<file path="config.mk">
export PLATFORM = sky130hd
export DESIGN_NAME = box_iou_cost_matrix_flat
export DESIGN_NICKNAME = d
export VERILOG_FILES = /design/src/rtl/biou_pkg.sv /design/src/rtl/biou_if.sv /design/src/rtl/biou_store.sv /design/src/rtl/biou_dp.sv /design/src/rtl/biou_ctrl.sv /design/src/rtl/box_iou_cost_matrix.sv /design/src/flat_wrapper.sv
export VERILOG_INCLUDE_DIRS = /design/src /design/src/rtl
export SDC_FILE = /design/constraint.sdc
export NUM_CORES = 2
export LEC_CHECK = 0
export BUFFER_PORTS_ARGS = -buffer_cell sky130_fd_sc_hd__buf_2
export CORE_MARGIN = 2
export CORE_UTILIZATION = 60
export DETAILED_ROUTE_END_ITERATION = 6
export PLACE_DENSITY = 0.76
export SLEW_MARGIN = 5
export SYNTH_ARGS = -nofsm -noshare
export SYNTH_HDL_FRONTEND = slang
export SYNTH_SLANG_ARGS = --single-unit
</file>
<file path="constraint.sdc">
create_clock -name clock -period 13.95 [get_ports clock]
set_input_delay 0.6975 -clock clock [delete_from_list [all_inputs] [get_ports clock]]
set_output_delay 0.6975 -clock clock [all_outputs]
set_load 0.01 [all_outputs]
</file>
<file path="src/rtl/box_iou_cost_matrix_macros.svh">
// Assertion macros shared by the box IoU cost matrix RTL.
// Used by modules that check their own control logic; no other dependencies.
`ifndef BOX_IOU_COST_MATRIX_MACROS_SVH
`define BOX_IOU_COST_MATRIX_MACROS_SVH

// Same-cycle implication, disabled during reset
`define BIOU_ASSERT_IMP(name, clk, rst, ante, cons) \
   name: assert property (@(posedge clk) disable iff (rst) (ante) |-> (cons)) \
      else $error("same-cycle control check failed");

// Next-cycle implication, disabled during reset
`define BIOU_ASSERT_NXT(name, clk, rst, ante, cons) \
   name: assert property (@(posedge clk) disable iff (rst) (ante) |=> (cons)) \
      else $error("next-cycle control check failed");

`endif

</file>
<file path="src/rtl/biou_pkg.sv">
// Package for the box IoU cost matrix: widths, action codes and control structs.
// No dependencies; used by every other file of the block but the macros header.
package biou_pkg;

   // Field widths
   localparam int COORD_W  = 16;
   localparam int ACTION_W = 2;
   localparam int INDEX_W  = 5;
   localparam int COST_W   = 17;
   localparam int BOX_W    = 4 * COORD_W;

   // Defaults for top-level parameters
   localparam int MAX_TRACKS_DEF = 32;
   localparam int COORD_FRAC_DEF = 4;

   // Results per query never exceed this many tracks
   localparam int RESULT_LIMIT = 32;

   // Datapath widths
   localparam int EXT_W   = COORD_W + 2;      // extent, one pixel added
   localparam int PROD_W  = 2 * EXT_W;        // signed product
   localparam int INTER_W = 35;               // positive intersection area
   localparam int UNI_W   = PROD_W + 2;       // signed union
   localparam int REM_W   = UNI_W + 1;        // divider remainder

   // IoU of exactly one in Q1.16 and divider length
   localparam logic [COST_W-1:0] IOU_ONE = COST_W'(65536);
   localparam int DIV_STEPS = COST_W;
   localparam int DIV_CNT_W = $clog2(DIV_STEPS);

   typedef enum logic [ACTION_W-1:0] {
      ACT_CLEAR = 2'd0,
      ACT_LOAD  = 2'd1,
      ACT_QUERY = 2'd2
   } action_type;

   typedef enum logic [1:0] {
      MUL_INTER = 2'd0,
      MUL_TRACK = 2'd1,
      MUL_DET   = 2'd2
   } mul_sel_type;

   typedef struct packed {
      logic clear;
      logic load;
      logic rd_en;
   } store_cmd_type;

   typedef struct packed {
      logic        det_load;
      logic        geom_en;
      logic        mul_en;
      mul_sel_type mul_sel;
      logic        inter_en;
      logic        acc_en;
      logic        uni_en;
      logic        div_init;
      logic        div_step;
   } dp_cmd_type;

   typedef struct packed {
      logic overlaps;
      logic div_needed;
   } dp_stat_type;

endpackage

</file>
<file path="src/rtl/biou_if.sv">
// Valid/ready channel interfaces for the box IoU cost matrix.
// Depends on biou_pkg for the field widths.
interface biou_req_if;
   logic                                valid;
   logic                                ready;
   logic [biou_pkg::ACTION_W-1:0]       action;
   logic signed [biou_pkg::COORD_W-1:0] box_left;
   logic signed [biou_pkg::COORD_W-1:0] box_top;
   logic signed [biou_pkg::COORD_W-1:0] box_right;
   logic signed [biou_pkg::COORD_W-1:0] box_bottom;

   modport source (output valid, action, box_left, box_top, box_right, box_bottom,
                   input ready);
   modport sink   (input valid, action, box_left, box_top, box_right, box_bottom,
                   output ready);
endinterface

interface biou_rsp_if;
   logic                         valid;
   logic                         ready;
   logic [biou_pkg::INDEX_W-1:0] track_index;
   logic [biou_pkg::COST_W-1:0]  cost;
   logic                         overlaps;
   logic                         last_of_run;

   modport source (output valid, track_index, cost, overlaps, last_of_run,
                   input ready);
   modport sink   (input valid, track_index, cost, overlaps, last_of_run,
                   output ready);
endinterface

</file>
<file path="src/rtl/biou_store.sv">
// Track box store: box memory with registered read port and fill count.
// Depends on biou_pkg.
module biou_store #(
   parameter int MAX_TRACKS = biou_pkg::MAX_TRACKS_DEF,
   parameter int IDX_W      = (MAX_TRACKS > 1) ? $clog2(MAX_TRACKS) : 1,
   parameter int CNT_W      = $clog2(MAX_TRACKS + 1)
) (
   input  logic                         clock,
   input  logic                         reset,
   input  biou_pkg::store_cmd_type      cmd,
   input  logic [IDX_W-1:0]             rd_addr,
   input  logic [biou_pkg::BOX_W-1:0]   wr_data,
   output logic [biou_pkg::BOX_W-1:0]   rd_data,
   output logic [CNT_W-1:0]             count
);
   import biou_pkg::*;

   logic [BOX_W-1:0] mem [MAX_TRACKS];
   logic [BOX_W-1:0] rd_data_ff;
   logic [CNT_W-1:0] count_ff;
   logic [CNT_W-1:0] count_in;
   logic             full;
   logic             wr_en;

   assign full  = (count_ff == CNT_W'(MAX_TRACKS));
   assign wr_en = cmd.load && !full;

   // Append at the fill count; drop when full
   always_ff @(posedge clock) begin
      if (wr_en) begin
         mem[count_ff[IDX_W-1:0]] <= wr_data;
      end
      if (cmd.rd_en) begin
         rd_data_ff <= mem[rd_addr];
      end
   end

   always_comb begin
      count_in = count_ff;
      if (cmd.clear) begin
         count_in = '0;
      end else if (wr_en) begin
         count_in = count_ff + CNT_W'(1);
      end
   end

   always_ff @(posedge clock) begin
      if (reset) begin
         count_ff <= '0;
      end else begin
         count_ff <= count_in;
      end
   end

   assign rd_data = rd_data_ff;
   assign count   = count_ff;

endmodule

</file>
<file path="src/rtl/biou_dp.sv">
// Shared arithmetic unit: overlap geometry, one shared multiplier, union
// accumulator and a restoring divider producing one quotient bit a cycle.
// Depends on biou_pkg.
module biou_dp #(
   parameter int COORD_FRAC_BITS = biou_pkg::COORD_FRAC_DEF
) (
   input  logic                                clock,
   input  biou_pkg::dp_cmd_type                cmd,
   input  logic signed [biou_pkg::COORD_W-1:0] box_left,
   input  logic signed [biou_pkg::COORD_W-1:0] box_top,
   input  logic signed [biou_pkg::COORD_W-1:0] box_right,
   input  logic signed [biou_pkg::COORD_W-1:0] box_bottom,
   input  logic [biou_pkg::BOX_W-1:0]          track_box,
   output biou_pkg::dp_stat_type               stat,
   output logic [biou_pkg::COST_W-1:0]         iou
);
   import biou_pkg::*;

   localparam logic signed [EXT_W-1:0] ONE = EXT_W'(1) << COORD_FRAC_BITS;

   // Detection box, held for the whole query
   logic signed [COORD_W-1:0] dl_ff, dt_ff, dr_ff, db_ff;
   logic signed [EXT_W-1:0]   dw_ff, dh_ff;

   // Geometry of the current track
   logic signed [COORD_W-1:0] tl, tt, tr, tb;
   logic signed [COORD_W-1:0] min_r, max_l, min_b, max_t;
   logic signed [EXT_W-1:0]   iw, ih, tw, th;
   logic signed [EXT_W-1:0]   iw_ff, ih_ff, tw_ff, th_ff;
   logic                      ov_ff;

   // Multiplier and union
   logic signed [EXT_W-1:0]   mul_a, mul_b;
   logic signed [PROD_W-1:0]  prod_ff;
   logic [INTER_W-1:0]        inter_ff;
   logic signed [UNI_W-1:0]   acc_ff, uni_ff;

   // Divider
   logic [REM_W-1:0]          rem_ff, rem_keep;
   logic [REM_W:0]            diff;
   logic                      q_bit;
   logic [COST_W-1:0]         q_ff;
   logic                      uni_pos, sat;

   assign tl = $signed(track_box[COORD_W-1:0]);
   assign tt = $signed(track_box[2*COORD_W-1:COORD_W]);
   assign tr = $signed(track_box[3*COORD_W-1:2*COORD_W]);
   assign tb = $signed(track_box[4*COORD_W-1:3*COORD_W]);

   assign min_r = (tr < dr_ff) ? tr : dr_ff;
   assign max_l = (tl > dl_ff) ? tl : dl_ff;
   assign min_b = (tb < db_ff) ? tb : db_ff;
   assign max_t = (tt > dt_ff) ? tt : dt_ff;

   assign iw = EXT_W'(min_r) - EXT_W'(max_l) + ONE;
   assign ih = EXT_W'(min_b) - EXT_W'(max_t) + ONE;
   assign tw = EXT_W'(tr) - EXT_W'(tl) + ONE;
   assign th = EXT_W'(tb) - EXT_W'(tt) + ONE;

   // Select multiplier operands
   always_comb begin
      case (cmd.mul_sel)
         MUL_INTER: begin mul_a = iw_ff; mul_b = ih_ff; end
         MUL_TRACK: begin mul_a = tw_ff; mul_b = th_ff; end
         MUL_DET:   begin mul_a = dw_ff; mul_b = dh_ff; end
         default:   begin mul_a = iw_ff; mul_b = ih_ff; end
      endcase
   end

   // Positive union, and whether the quotient would reach 2.0 (saturate)
   assign uni_pos = !uni_ff[UNI_W-1] && (uni_ff != '0);
   assign sat     = REM_W'(inter_ff) >= {uni_ff, 1'b0};

   // One restoring step: subtract, keep or restore, then double
   assign diff     = {1'b0, rem_ff} - {2'b00, uni_ff};
   assign q_bit    = !diff[REM_W];
   assign rem_keep = q_bit ? diff[REM_W-1:0] : rem_ff;

   always_ff @(posedge clock) begin
      if (cmd.det_load) begin
         dl_ff <= box_left;
         dt_ff <= box_top;
         dr_ff <= box_right;
         db_ff <= box_bottom;
         dw_ff <= EXT_W'(box_right) - EXT_W'(box_left) + ONE;
         dh_ff <= EXT_W'(box_bottom) - EXT_W'(box_top) + ONE;
      end
      if (cmd.geom_en) begin
         iw_ff <= iw;
         ih_ff <= ih;
         tw_ff <= tw;
         th_ff <= th;
         ov_ff <= !iw[EXT_W-1] && (iw != '0) && !ih[EXT_W-1] && (ih != '0);
      end
      if (cmd.mul_en) begin
         prod_ff <= mul_a * mul_b;
      end
      if (cmd.inter_en) begin
         inter_ff <= prod_ff[INTER_W-1:0];
      end
      if (cmd.acc_en) begin
         acc_ff <= UNI_W'(prod_ff) - $signed(UNI_W'(inter_ff));
      end
      if (cmd.uni_en) begin
         uni_ff <= acc_ff + UNI_W'(prod_ff);
      end
      // Quotient starts at zero per track; preset on saturation
      if (cmd.geom_en) begin
         q_ff <= '0;
      end else if (cmd.div_init) begin
         rem_ff <= REM_W'(inter_ff);
         q_ff   <= (uni_pos && sat) ? IOU_ONE : '0;
      end else if (cmd.div_step) begin
         rem_ff <= {rem_keep[REM_W-2:0], 1'b0};
         q_ff   <= {q_ff[COST_W-2:0], q_bit};
      end
   end

   assign stat.overlaps   = ov_ff;
   assign stat.div_needed = uni_pos && !sat;
   assign iou             = q_ff;

endmodule

</file>
<file path="src/rtl/biou_ctrl.sv">
// Sequencer: decodes actions, walks stored tracks and steps the shared unit.
// Depends on biou_pkg and box_iou_cost_matrix_macros.svh.
`include "box_iou_cost_matrix_macros.svh"

module biou_ctrl #(
   parameter int MAX_TRACKS = biou_pkg::MAX_TRACKS_DEF,
   parameter int IDX_W      = (MAX_TRACKS > 1) ? $clog2(MAX_TRACKS) : 1,
   parameter int CNT_W      = $clog2(MAX_TRACKS + 1)
) (
   input  logic                           clock,
   input  logic                           reset,
   input  logic                           req_valid,
   input  logic [biou_pkg::ACTION_W-1:0]  action,
   output logic                           req_ready,
   input  logic [CNT_W-1:0]               count,
   output biou_pkg::store_cmd_type        store_cmd,
   output logic [IDX_W-1:0]               track_addr,
   output biou_pkg::dp_cmd_type           dp_cmd,
   input  biou_pkg::dp_stat_type          dp_stat,
   input  logic                           out_free,
   output logic                           out_load,
   output logic                           last
);
   import biou_pkg::*;

   typedef enum logic [9:0] {
      S_IDLE  = 10'b00_0000_0001,
      S_READ  = 10'b00_0000_0010,
      S_GEOM  = 10'b00_0000_0100,
      S_MUL_I = 10'b00_0000_1000,
      S_MUL_T = 10'b00_0001_0000,
      S_MUL_D = 10'b00_0010_0000,
      S_UNION = 10'b00_0100_0000,
      S_CHECK = 10'b00_1000_0000,
      S_DIV   = 10'b01_0000_0000,
      S_OUT   = 10'b10_0000_0000
   } state_type;

   state_type            state_ff, state_in;
   logic [IDX_W-1:0]     k_ff, k_in;
   logic [CNT_W-1:0]     n_ff, n_in;
   logic [DIV_CNT_W-1:0] cnt_ff, cnt_in;
   logic                 accept;

   assign req_ready  = (state_ff == S_IDLE);
   assign accept     = req_valid && req_ready;
   assign track_addr = k_ff;
   assign last       = ((CNT_W'(k_ff) + CNT_W'(1)) == n_ff);

   always_comb begin
      state_in        = state_ff;
      k_in            = k_ff;
      n_in            = n_ff;
      cnt_in          = cnt_ff;
      store_cmd       = '0;
      dp_cmd          = '0;
      dp_cmd.mul_sel  = MUL_INTER;
      out_load        = 1'b0;
      unique case (state_ff)
         S_IDLE: begin
            if (accept) begin
               unique case (action)
                  ACT_CLEAR: store_cmd.clear = 1'b1;
                  ACT_LOAD:  store_cmd.load  = 1'b1;
                  ACT_QUERY: begin
                     dp_cmd.det_load = 1'b1;
                     k_in = '0;
                     n_in = (32'(count) > RESULT_LIMIT) ? CNT_W'(RESULT_LIMIT) : count;
                     if (count != '0) begin
                        state_in = S_READ;
                     end
                  end
                  default: ;
               endcase
            end
         end
         S_READ: begin
            store_cmd.rd_en = 1'b1;
            state_in = S_GEOM;
         end
         S_GEOM: begin
            dp_cmd.geom_en = 1'b1;
            state_in = S_MUL_I;
         end
         S_MUL_I: begin
            dp_cmd.mul_en  = 1'b1;
            dp_cmd.mul_sel = MUL_INTER;
            // No overlap: IoU stays zero
            state_in = dp_stat.overlaps ? S_MUL_T : S_OUT;
         end
         S_MUL_T: begin
            dp_cmd.mul_en   = 1'b1;
            dp_cmd.mul_sel  = MUL_TRACK;
            dp_cmd.inter_en = 1'b1;
            state_in = S_MUL_D;
         end
         S_MUL_D: begin
            dp_cmd.mul_en  = 1'b1;
            dp_cmd.mul_sel = MUL_DET;
            dp_cmd.acc_en  = 1'b1;
            state_in = S_UNION;
         end
         S_UNION: begin
            dp_cmd.uni_en = 1'b1;
            state_in = S_CHECK;
         end
         S_CHECK: begin
            dp_cmd.div_init = 1'b1;
            cnt_in = '0;
            state_in = dp_stat.div_needed ? S_DIV : S_OUT;
         end
         S_DIV: begin
            dp_cmd.div_step = 1'b1;
            cnt_in = cnt_ff + DIV_CNT_W'(1);
            if (cnt_ff == DIV_CNT_W'(DIV_STEPS - 1)) begin
               state_in = S_OUT;
            end
         end
         S_OUT: begin
            // Hand the result to the output register, then advance
            if (out_free) begin
               out_load = 1'b1;
               k_in = k_ff + IDX_W'(1);
               state_in = last ? S_IDLE : S_READ;
            end
         end
         default: state_in = S_IDLE;
      endcase
   end

   always_ff @(posedge clock) begin
      if (reset) begin
         state_ff <= S_IDLE;
         k_ff     <= '0;
         n_ff     <= '0;
         cnt_ff   <= '0;
      end else begin
         state_ff <= state_in;
         k_ff     <= k_in;
         n_ff     <= n_in;
         cnt_ff   <= cnt_in;
      end
   end

   `BIOU_ASSERT_IMP(a_read_in_run, clock, reset, state_ff == S_READ, CNT_W'(k_ff) < n_ff)
   `BIOU_ASSERT_IMP(a_div_bound, clock, reset, state_ff == S_DIV, cnt_ff < DIV_CNT_W'(DIV_STEPS))
   `BIOU_ASSERT_NXT(a_last_ends_run, clock, reset, out_load && last, state_ff == S_IDLE)
   `BIOU_ASSERT_NXT(a_empty_query, clock, reset, accept && (action == ACT_QUERY) && (count == '0), state_ff == S_IDLE)

endmodule

</file>
<file path="src/rtl/box_iou_cost_matrix.sv">
// Box IoU cost matrix: keeps track boxes and returns 1 - IoU per stored track.
// Channels: req_ch (sink) takes clear, load and query items; rsp_ch (source)
// gives one result per stored track on a query, up to RESULT_LIMIT, in store
// order, with last_of_run on the final one. Clear and load give no result;
// a load into a full store is dropped.
// A query walks the tracks one at a time through a single shared unit:
// memory read, geometry, three products on one 18x18 multiplier, union, and
// a 17-step restoring divider. When the boxes do not overlap the later
// products, union and divider are skipped; when the union is not positive or
// the IoU saturates the divider is skipped. req_ch.ready stays low until the
// last result is in the output register. The divider gives one quotient bit
// a cycle.
// Results wait in a one-deep output register; while rsp_ch is stalled the
// sequencer holds with the next result ready and resumes on the transfer.
// Reset is synchronous and active high: the store is empty, no result is
// pending and the block is ready. Box memory contents are not cleared.
// Depends on biou_pkg, biou_if, biou_store, biou_dp and biou_ctrl.
module box_iou_cost_matrix #(
   parameter int MAX_TRACKS      = biou_pkg::MAX_TRACKS_DEF,
   parameter int COORD_FRAC_BITS = biou_pkg::COORD_FRAC_DEF
) (
   input logic       clock,
   input logic       reset,
   biou_req_if.sink   req_ch,
   biou_rsp_if.source rsp_ch
);
   import biou_pkg::*;

   localparam int IDX_W = (MAX_TRACKS > 1) ? $clog2(MAX_TRACKS) : 1;
   localparam int CNT_W = $clog2(MAX_TRACKS + 1);

   store_cmd_type     store_cmd;
   dp_cmd_type        dp_cmd;
   dp_stat_type       dp_stat;
   logic [IDX_W-1:0]  track_addr;
   logic [BOX_W-1:0]  track_box;
   logic [CNT_W-1:0]  count;
   logic [COST_W-1:0] iou;
   logic              out_free;
   logic              out_load;
   logic              last;

   // Output register
   logic               rsp_valid_ff;
   logic [INDEX_W-1:0] rsp_index_ff;
   logic [COST_W-1:0]  rsp_cost_ff;
   logic               rsp_ov_ff;
   logic               rsp_last_ff;

   biou_ctrl #(
      .MAX_TRACKS (MAX_TRACKS),
      .IDX_W      (IDX_W),
      .CNT_W      (CNT_W)
   ) u_ctrl (
      .clock      (clock),
      .reset      (reset),
      .req_valid  (req_ch.valid),
      .action     (req_ch.action),
      .req_ready  (req_ch.ready),
      .count      (count),
      .store_cmd  (store_cmd),
      .track_addr (track_addr),
      .dp_cmd     (dp_cmd),
      .dp_stat    (dp_stat),
      .out_free   (out_free),
      .out_load   (out_load),
      .last       (last)
   );

   biou_store #(
      .MAX_TRACKS (MAX_TRACKS),
      .IDX_W      (IDX_W),
      .CNT_W      (CNT_W)
   ) u_store (
      .clock   (clock),
      .reset   (reset),
      .cmd     (store_cmd),
      .rd_addr (track_addr),
      .wr_data ({req_ch.box_bottom, req_ch.box_right, req_ch.box_top, req_ch.box_left}),
      .rd_data (track_box),
      .count   (count)
   );

   biou_dp #(
      .COORD_FRAC_BITS (COORD_FRAC_BITS)
   ) u_dp (
      .clock      (clock),
      .cmd        (dp_cmd),
      .box_left   (req_ch.box_left),
      .box_top    (req_ch.box_top),
      .box_right  (req_ch.box_right),
      .box_bottom (req_ch.box_bottom),
      .track_box  (track_box),
      .stat       (dp_stat),
      .iou        (iou)
   );

   assign out_free = !rsp_valid_ff || rsp_ch.ready;

   // Hold a result until its transfer; refill in the same cycle
   always_ff @(posedge clock) begin
      if (reset) begin
         rsp_valid_ff <= 1'b0;
      end else if (out_load) begin
         rsp_valid_ff <= 1'b1;
      end else if (rsp_ch.ready) begin
         rsp_valid_ff <= 1'b0;
      end
   end

   always_ff @(posedge clock) begin
      if (out_load) begin
         rsp_index_ff <= INDEX_W'(track_addr);
         rsp_cost_ff  <= IOU_ONE - iou;
         rsp_ov_ff    <= dp_stat.overlaps;
         rsp_last_ff  <= last;
      end
   end

   assign rsp_ch.valid       = rsp_valid_ff;
   assign rsp_ch.track_index = rsp_index_ff;
   assign rsp_ch.cost        = rsp_cost_ff;
   assign rsp_ch.overlaps    = rsp_ov_ff;
   assign rsp_ch.last_of_run = rsp_last_ff;

endmodule
</file>
<file path="src/flat_wrapper.sv">
// flat-port wrapper written by rule: the top's interface ports become plain ports
module box_iou_cost_matrix_flat import biou_pkg::*;
#(
   parameter int MAX_TRACKS      = biou_pkg::MAX_TRACKS_DEF,
   parameter int COORD_FRAC_BITS = biou_pkg::COORD_FRAC_DEF
)
  (clock, reset, req_ch_valid, req_ch_action, req_ch_box_left, req_ch_box_top, req_ch_box_right, req_ch_box_bottom, req_ch_ready, rsp_ch_valid, rsp_ch_track_index, rsp_ch_cost, rsp_ch_overlaps, rsp_ch_last_of_run, rsp_ch_ready);
  biou_req_if req_ch_i ();
  biou_rsp_if rsp_ch_i ();
  input logic clock;
  input logic reset;
  input wire logic [$bits(req_ch_i.valid)-1:0] req_ch_valid;
  input wire logic [$bits(req_ch_i.action)-1:0] req_ch_action;
  input wire logic [$bits(req_ch_i.box_left)-1:0] req_ch_box_left;
  input wire logic [$bits(req_ch_i.box_top)-1:0] req_ch_box_top;
  input wire logic [$bits(req_ch_i.box_right)-1:0] req_ch_box_right;
  input wire logic [$bits(req_ch_i.box_bottom)-1:0] req_ch_box_bottom;
  output wire logic [$bits(req_ch_i.ready)-1:0] req_ch_ready;
  output wire logic [$bits(rsp_ch_i.valid)-1:0] rsp_ch_valid;
  output wire logic [$bits(rsp_ch_i.track_index)-1:0] rsp_ch_track_index;
  output wire logic [$bits(rsp_ch_i.cost)-1:0] rsp_ch_cost;
  output wire logic [$bits(rsp_ch_i.overlaps)-1:0] rsp_ch_overlaps;
  output wire logic [$bits(rsp_ch_i.last_of_run)-1:0] rsp_ch_last_of_run;
  input wire logic [$bits(rsp_ch_i.ready)-1:0] rsp_ch_ready;
  assign req_ch_i.valid = req_ch_valid;
  assign req_ch_i.action = req_ch_action;
  assign req_ch_i.box_left = req_ch_box_left;
  assign req_ch_i.box_top = req_ch_box_top;
  assign req_ch_i.box_right = req_ch_box_right;
  assign req_ch_i.box_bottom = req_ch_box_bottom;
  assign req_ch_ready = req_ch_i.ready;
  assign rsp_ch_valid = rsp_ch_i.valid;
  assign rsp_ch_track_index = rsp_ch_i.track_index;
  assign rsp_ch_cost = rsp_ch_i.cost;
  assign rsp_ch_overlaps = rsp_ch_i.overlaps;
  assign rsp_ch_last_of_run = rsp_ch_i.last_of_run;
  assign rsp_ch_i.ready = rsp_ch_ready;
  box_iou_cost_matrix #(.MAX_TRACKS(MAX_TRACKS), .COORD_FRAC_BITS(COORD_FRAC_BITS)) u_core (.clock(clock), .reset(reset), .req_ch(req_ch_i), .rsp_ch(rsp_ch_i));
endmodule
</file>
Word level (Yosys, flattened, before mapping)
Memory sizes are Yosys's and may differ from the RTL's. A register that Yosys moved wholly into a read port is not among the register bits.
Cells that the tools add are included.

operators by class
  shift operators = 0
  eq/ne operators = 22
  reduce and logical (&&, ||, !) cells = 30
  multiply operators = 1
  divide/modulo/power cells = 0
  $lt $le $gt $ge = 6
  bitwise logic cells = 1
  muxes and demuxes = 48
  add/sub/neg operators = 20

operators by type and width
  cell                                            number
  adder 17 x 6 -> 18 bit (second input constant)  6
  subtractor 16 x 16 -> 17 bit                    6
  case mux 10 bit (10 select lines)               1
  case mux 18 bit (2 select lines)                2
  2-to-1 mux 10 bit                               7
  2-to-1 mux 16 bit                               4
  2-to-1 mux 17 bit                               3
  subtractor 39 x 38 -> 40 bit                    1
  >= comparator 35 x 39 -> 1 bit                  1
  2-to-1 mux 39 bit                               1
  adder 38 x 36 -> 38 bit                         1
  2-to-1 mux 38 bit                               1
  nonzero test 38 bit                             1
  subtractor 36 x 36 -> 37 bit                    1
  multiplier 18 x 18 -> 36 bit                    1
  nonzero test 18 bit                             2
  2-to-1 mux 35 bit                               1
  > comparator 16 bit                             2
  < comparator 16 bit                             2
  case mux 5 bit (2 select lines)                 2
  2-to-1 mux 1 bit                                18
  subtractor 17 bit (first input constant)        1
  2-to-1 mux 5 bit                                3
  adder 5 x 1 -> 5 bit (second input constant)    2
  35 further kinds                                58

storage, ports and cells
  register bits after elaboration = 433
  word-level logic and storage cells = 157
  input bits = 70
  bits in latches = 0
  output and inout bits = 26
  bits in read-only memories = 0
  memory bits (writable) = 2048
  memories = 1

memories
  name                words  width  rd ports  clocked after memory_dff  write ports  line              RTL
  u_core.u_store.mem  32     64     1         1                         1            biou_store.sv:18  logic [BOX_W-1:0] mem [MAX_TRACKS];

Logic depth before layout (Yosys ltp)
  word-level depth = 8
  gate-level depth with buffers = 36
  mapped depth without buffers = 32

Cells and area by module
From an unflattened synthesis, not the netlist that was laid out.

unflattened totals
  cell total of the unflattened synthesis = 7602
  area total of the unflattened synthesis = 120553.1 um^2

by module, submodules not included
  module               times used  sequential area each (um^2)  area each (um^2)  cells each
  biou_store           1           63540.9                      78904.4           3338
  biou_dp              1           11090.6                      39031.2           4019
  biou_ctrl            1           520.5                        1550.2            176
  box_iou_cost_matrix  1           740.7                        1067.3            69

Worst setup path before layout
No wires, ideal clock.

  kind = reg-to-reg
  from = register u_core.u_ctrl.state_ff[4]
  to = register u_core.u_dp.prod_ff[35], data pin
  path buffers = 3
  stages on the path, launching flop included = 30
  clock period less this slack = 8.700 ns
  required time = 13.690 ns
  slack = 5.250 ns
  library setup time = 0.260 ns
  data arrival time = 8.440 ns
  cells stage by stage = dfxtp_1 -> nor3_1 -> and3b_1 -> clkbuf_1 -> nand4b_1 -> inv_1 -> ha_1 -> clkbuf_1 -> buf_1 -> a22oi_1 -> o21ai_1 -> nand2_1 -> fa_1 -> inv_1 -> fa_1 -> fa_1 -> fa_1 -> fa_1 -> inv_1 -> fa_1 -> inv_1 -> ha_1 -> a21o_1 -> a21o_1 -> o21a_1 -> o2111ai_1 -> nand2_1 -> a31o_2 -> a21oi_1 -> xnor2_1

between the ends
  word-level cells in the longest chain between the ends = 5
  elaborated cells between the ends (all ways) = 9
  classes of those cells = 1 x mul; 5 x eq/ne; 3 x mux

RTL lines
  what                                                                        line              RTL
  start: declaration                                                          biou_ctrl.sv:39   state_type state_ff, state_in;
  start signal: assignment                                                    biou_ctrl.sv:138  state_ff <= state_in;
  equality test 10 x 6 -> 1 bit (tied with other cells)                       biou_ctrl.sv:59   unique case (state_ff)
  case mux 3 bit (3 select lines) *                                           biou_ctrl.sv:59
  equality test 2 bit / equality test 2 x 1 -> 1 bit (equally long branches)  biou_dp.sv:62     case (cmd.mul_sel)
  case mux 18 bit (2 select lines)                                            biou_dp.sv:62
  multiplier 18 x 18 -> 36 bit *                                              biou_dp.sv:96     prod_ff <= mul_a * mul_b;
  end signal: assignment                                                      biou_dp.sv:96
  end: declaration                                                            biou_dp.sv:34     logic signed [PROD_W-1:0] prod_ff;

Mark *: on every way between the ends. The rest lies on a longest branch, timed or not.
A chain may end at the register's enable or synchronous reset.

Worst setup path after layout
Ends and elaborated chain as after synthesis.

==> results.md <==
Pwr:
- The worst ir drop on vdd is 0.000159 V.
- In this run the power density over the cells is 121 nW/um2.
- The part of the total power dissipated in the clock network is 44.1%.
- The analysis attributes to net switching a power of 3.40 mW.
- The cell leakage power is 46.9 nW.
- Overall power consumption after layout is estimated at 16.2 mW.
- Internal power comes to 12.8 mW.
- In this run, flip-flops and latches consume 52.2% of the power.
- Per report_power, the combinational group accounts for 3.7% of the total.
- In this run switching power makes up 21.0% of total power.

Global route:
- After global routing the overflow that remains totals 0.
- The number of global-route vias before repair came to 70.7k.
- The first global-routing pass estimated 488,000 um of wire.
- Entering global routing, the biggest net connects 138 pins.
- The initial antenna violation count came to 28.
- Global routing used 33.2% of the available tracks across all layers.

Final layout:
- The synthesis-to-layout area growth is 10.6%.
- The most common cell after layout, fill and taps aside is edfxtp_1.
- In the final layout, the share of cells above drive strength 1 is 18.0%.
- In the final design database the tool counted 8,484 nets.
- The fill cell instance count of the final layout is 12.9k.
- Cells fill 66.9% of the core in the end.
- The final design instance area without fill is 134,000 um2.
- After the flow finishes, the layout carries non-filler instances totaling 10.4k.
- The library cells used most frequently in the layout, excluding fill and tap cells, are edfxtp_1 (2,494), inv_1 (667), mux4_2 (640).

Synthesis:
- The fraction of synthesis flops using an asynchronous set or reset pin is 0%.
- Counting distinct cell types in the post-synthesis netlist gives 82.
- The share of synthesized area in the top cell type comes to 61.8%.
- The total nets after synthesis is 8,235.
- For this run, the register share of the synthesized area comes to 62.6%.
- The flip-flop and latch count after synthesis is 2,544.
- After synthesis, the cell types taking the most area are edfxtp_1 (62%), mux4_2 (12%), fa_1 (5.6%).
- The count of warnings emitted by yosys is 0.
- The predominant post-synthesis flop cell is edfxtp_1.
- After technology mapping, the gate count stands at 7,325.
- Dividing the synthesized area by the synthesized cell count gives 16.5 um2.
- The cell type with the largest total area after synthesis is edfxtp_1.
- The number of enable-type register cells in the synthesized netlist is 2,494.
- After synthesis the cells add up to 121,000 um2.

CTS:
- The later pin in the worst-skew pair is clocked with a latency of 0.95 ns.
- TritonCTS built the clock tree.
- The number of buffers created by CTS is 274.
- The clock tree root driver cell is clkbuf_16.
- The number of gates given a new drive strength after cts is 0.
- The longest clock path from root to sink contains 4 buffers.
- The clock net in this run drives a total of 2,544 sinks.
- The H-tree was split into 5 levels.
- The hold buffer count at CTS is 0.
- Clock-pin slew was measured on the worst setup and hold paths at 0.06 ns.
- Once the clock tree was built, the setup fixing pass inserted 0 buffers.

Critical path:
- In this run the critical register-to-register path is launched from u_core.u_ctrl.state_ff[4]$_SDFFE_PP0P_.
- The start-to-end type of the worst setup path is reg -> reg.
- The biggest fanout along the worst timing path is 100.
- The arrival time at the worst endpoint is 10.03 ns.
- The worst register-to-register path ends at u_core.u_dp.prod_ff[35]$_DFFE_PP_.
- STA classifies the critical path startpoint as a flip-flop.
- The number of cells on the worst reg-to-reg path is 27.
- The data required time of the critical path is 14.55 ns.
- The setup slack of the most critical reg-to-reg path is 4.52 ns.
- STA classifies the critical path endpoint as a flip-flop.

Routing:
- After detailed routing, the average wire length per cell comes to 32.3 um.
- The number of optimization iterations in the first detailed-route pass is 7.
- The average via count per standard cell is 6.68.
- Once detail routing completed, the nets flagged for antenna violations numbered 0.
- For this block, the initial DRC count from the detailed router was 9,301.
- The routed layout has 69.7k vias.
- The number of design rule violations left after detail routing is 0.
- For this block, the routed nets add up to 337,000 um of wire.

Timing:
- The hold slack is 0.209 ns.
- The worst slew margin relative to its limit is 9.13%.
- Derived from the worst setup path, the maximum achievable clock frequency is 106 MHz.
- The post-route fraction of the period consumed by the critical path is 67.6%.
- The worst setup skew after layout is 0.107 ns.
- Summed over all failing endpoints, the final setup total negative slack is 0 ns.
- The time the final worst path needs with I/O delays and setup is 9.43 ns.
- The count of endpoints failing hold in the final timing report is 0.
- Setup repair after global routing left no endpoint under its margin.
- The final number of max-transition violations was 0.
- At the pin with the least slew margin, the transition time is 1.36 ns.
- Setup violations remaining at the end of the flow were counted as 0.
- The final critical-path setup slack is 4.52 ns.

Worst hold path:
- The type of the most critical hold path is in -> reg.
- For hold timing, the worst endpoint is u_core.rsp_ch.valid$_SDFFE_PP0P_.
- The hold-critical path depth is 4.
- The startpoint of the tightest hold check path is rsp_ch_ready.

Floorplanning:
- For this configuration, the core starts out at a cell density of 60.5%.
- The number of standard-cell rows in the floorplan is 164.
- The width of the die is 453 um.
- The area of the core is 200,000 um2.
- The floorplan die height is 453 um.
- The total I/O pin count is 96.
- The die footprint is 206,000 um2.

Placement:
- Once placement finished, the instance area stood at 125,000 um2.
- At the end of routability-driven placement, the weighted congestion stood at 0.943.
- Summed over all nets, the half-perimeter wirelength after detailed placement is 194,000 um.
- Timing analysis after detailed placement gives a worst setup slack of 4.62 ns.
- Including well taps, the total number of placed cells is 9,954.
- The count of buffers added on input and output ports is 95.

Job:
- The number of maximum-capacitance constraint violations is 0.

Run status:
- The run finished with clean final reports.
[worst max path at each step]
stage / start / end / slack, ns / cells past startpoint
2_1_floorplan: u_core.u_ctrl.state_ff[4]$_SDFFE_PP0P_ / u_core.u_dp.prod_ff[35]$_DFFE_PP_ / 5.25 / 29
3_3_place_gp: u_core.u_ctrl.state_ff[4]$_SDFFE_PP0P_ / u_core.u_dp.prod_ff[35]$_DFFE_PP_ / 4.73 / 27
3_5_place_dp: u_core.u_ctrl.state_ff[4]$_SDFFE_PP0P_ / u_core.u_dp.prod_ff[35]$_DFFE_PP_ / 4.62 / 27
4_1_cts: u_core.u_ctrl.state_ff[4]$_SDFFE_PP0P_ / u_core.u_dp.prod_ff[35]$_DFFE_PP_ / 4.54 / 27
5_1_grt: u_core.u_ctrl.state_ff[4]$_SDFFE_PP0P_ / u_core.u_dp.prod_ff[35]$_DFFE_PP_ / 3.84 / 27
6_report: u_core.u_ctrl.state_ff[4]$_SDFFE_PP0P_ / u_core.u_dp.prod_ff[35]$_DFFE_PP_ / 4.52 / 27
[state kept, by name, summed over array words and instances, names as in the netlist, 6 cells and up]
register / flops
u_core.u_store.mem: 2048
u_core.u_store.rd_data: 64
u_core.u_dp.rem_ff: 39
u_core.u_dp.uni_ff: 38
u_core.u_dp.acc_ff: 37
u_core.u_dp.prod_ff: 36
u_core.u_dp.inter_ff: 35
u_core.u_dp.dh_ff: 18
u_core.u_dp.dw_ff: 18
u_core.u_dp.ih_ff: 18
u_core.u_dp.iw_ff: 18
u_core.u_dp.th_ff: 18
u_core.u_dp.tw_ff: 18
u_core.rsp_ch.cost: 17
u_core.u_dp.iou: 17
u_core.u_dp.db_ff: 16
u_core.u_dp.dl_ff: 16
u_core.u_dp.dr_ff: 16
u_core.u_dp.dt_ff: 16
u_core.u_ctrl.state_ff: 10
u_core.u_ctrl.n_ff: 6
u_core.u_store.count: 6
[Yosys cell counts, types with 31 or more instances]
master       n
a31oi_1     32
xor2_1      66
ha_1       502
buf_1       34
a211oi_1    43
nor2b_1     41
a21oi_1    232
fa_1       338
nand2_1    349
nand4_1     31
nor3_1      64
nand2b_1    47
dfxtp_1     50
nor2_1     412
mux4_2     640
clkbuf_1   212
xnor2_1    159
inv_1      667
a21o_1      89
a22oi_1     72
mux2_2      82
mux2i_1     38
nand3_1     46
o21ai_0    147
o21a_1      58
edfxtp_1  2494
[worst max-delay path, cell delays in order (launching register included)]
cell and delay, ns:
dfxtp_1 0.33, nor3_1 0.22, and3b_1 0.30, nand4b_1 0.45, ha_4 1.08, nand2_1 0.16, o21ai_1 0.55, nand2_1 0.18
fa_1 0.57, fa_1 0.51, fa_1 0.51, inv_1 0.06, fa_1 0.52, fa_1 0.50, inv_1 0.05, fa_1 0.49
inv_1 0.06, ha_1 0.33, nand2_1 0.08, o21ai_0 0.16, or4_1 0.47, o21ai_1 0.39, or3_1 0.24, a31oi_1 0.15
nand4b_1 0.23, a31o_2 0.27, a21oi_1 0.17, xnor2_1 0.08
[metal layers]
layer	wire [um]	vias to the layer above	track usage [%]
li1	-	28600	-
met1	120000	35800	43.1
met3	30900	917	5.56
met4	18900	18	16.8
met5	119	-	0
met2	167000	4330	54.9
[logic make-up after synthesis]
logic type,synth area share [%]
XOR/XNOR,1.63
AND/OR/NAND/NOR,4.26
flip-flops,62.6
buffers and inverters,2.89
adder cells (fa/ha/maj),10.8
multiplexers,13.0
AO/OA/AOI/OAI,4.88
[cell type report]
type	instances	area, um2	area share [%]
Clock inverter	136	1430	1.07
Sequential cell	2544	75900	56.6
Inverter	667	2500	1.87
Timing Repair Buffer	232	1570	1.17
Antenna cell	16	40.0	0.0299
Multi-Input combinational cell	3855	42100	31.4
Clock buffer	327	7160	5.34
Tap cell	2656	3320	2.48
[power groups by stage]
| stage | combinational [mW] | sequential (mW) | clock, mW |
|---|---|---|---|
| final | 0.597 | 8.46 | 7.14 |
| after global routing | 0.640 | 8.45 | 7.45 |
| after CTS | 0.583 | 8.45 | 7.20 |
| after detailed placement | 0.573 | 8.62 | 0 |
| after global placement | 0.556 | 8.61 | 0 |
| after floorplan | 0.317 | 8.61 | 0 |
Power figures use the tool's default switching activity.
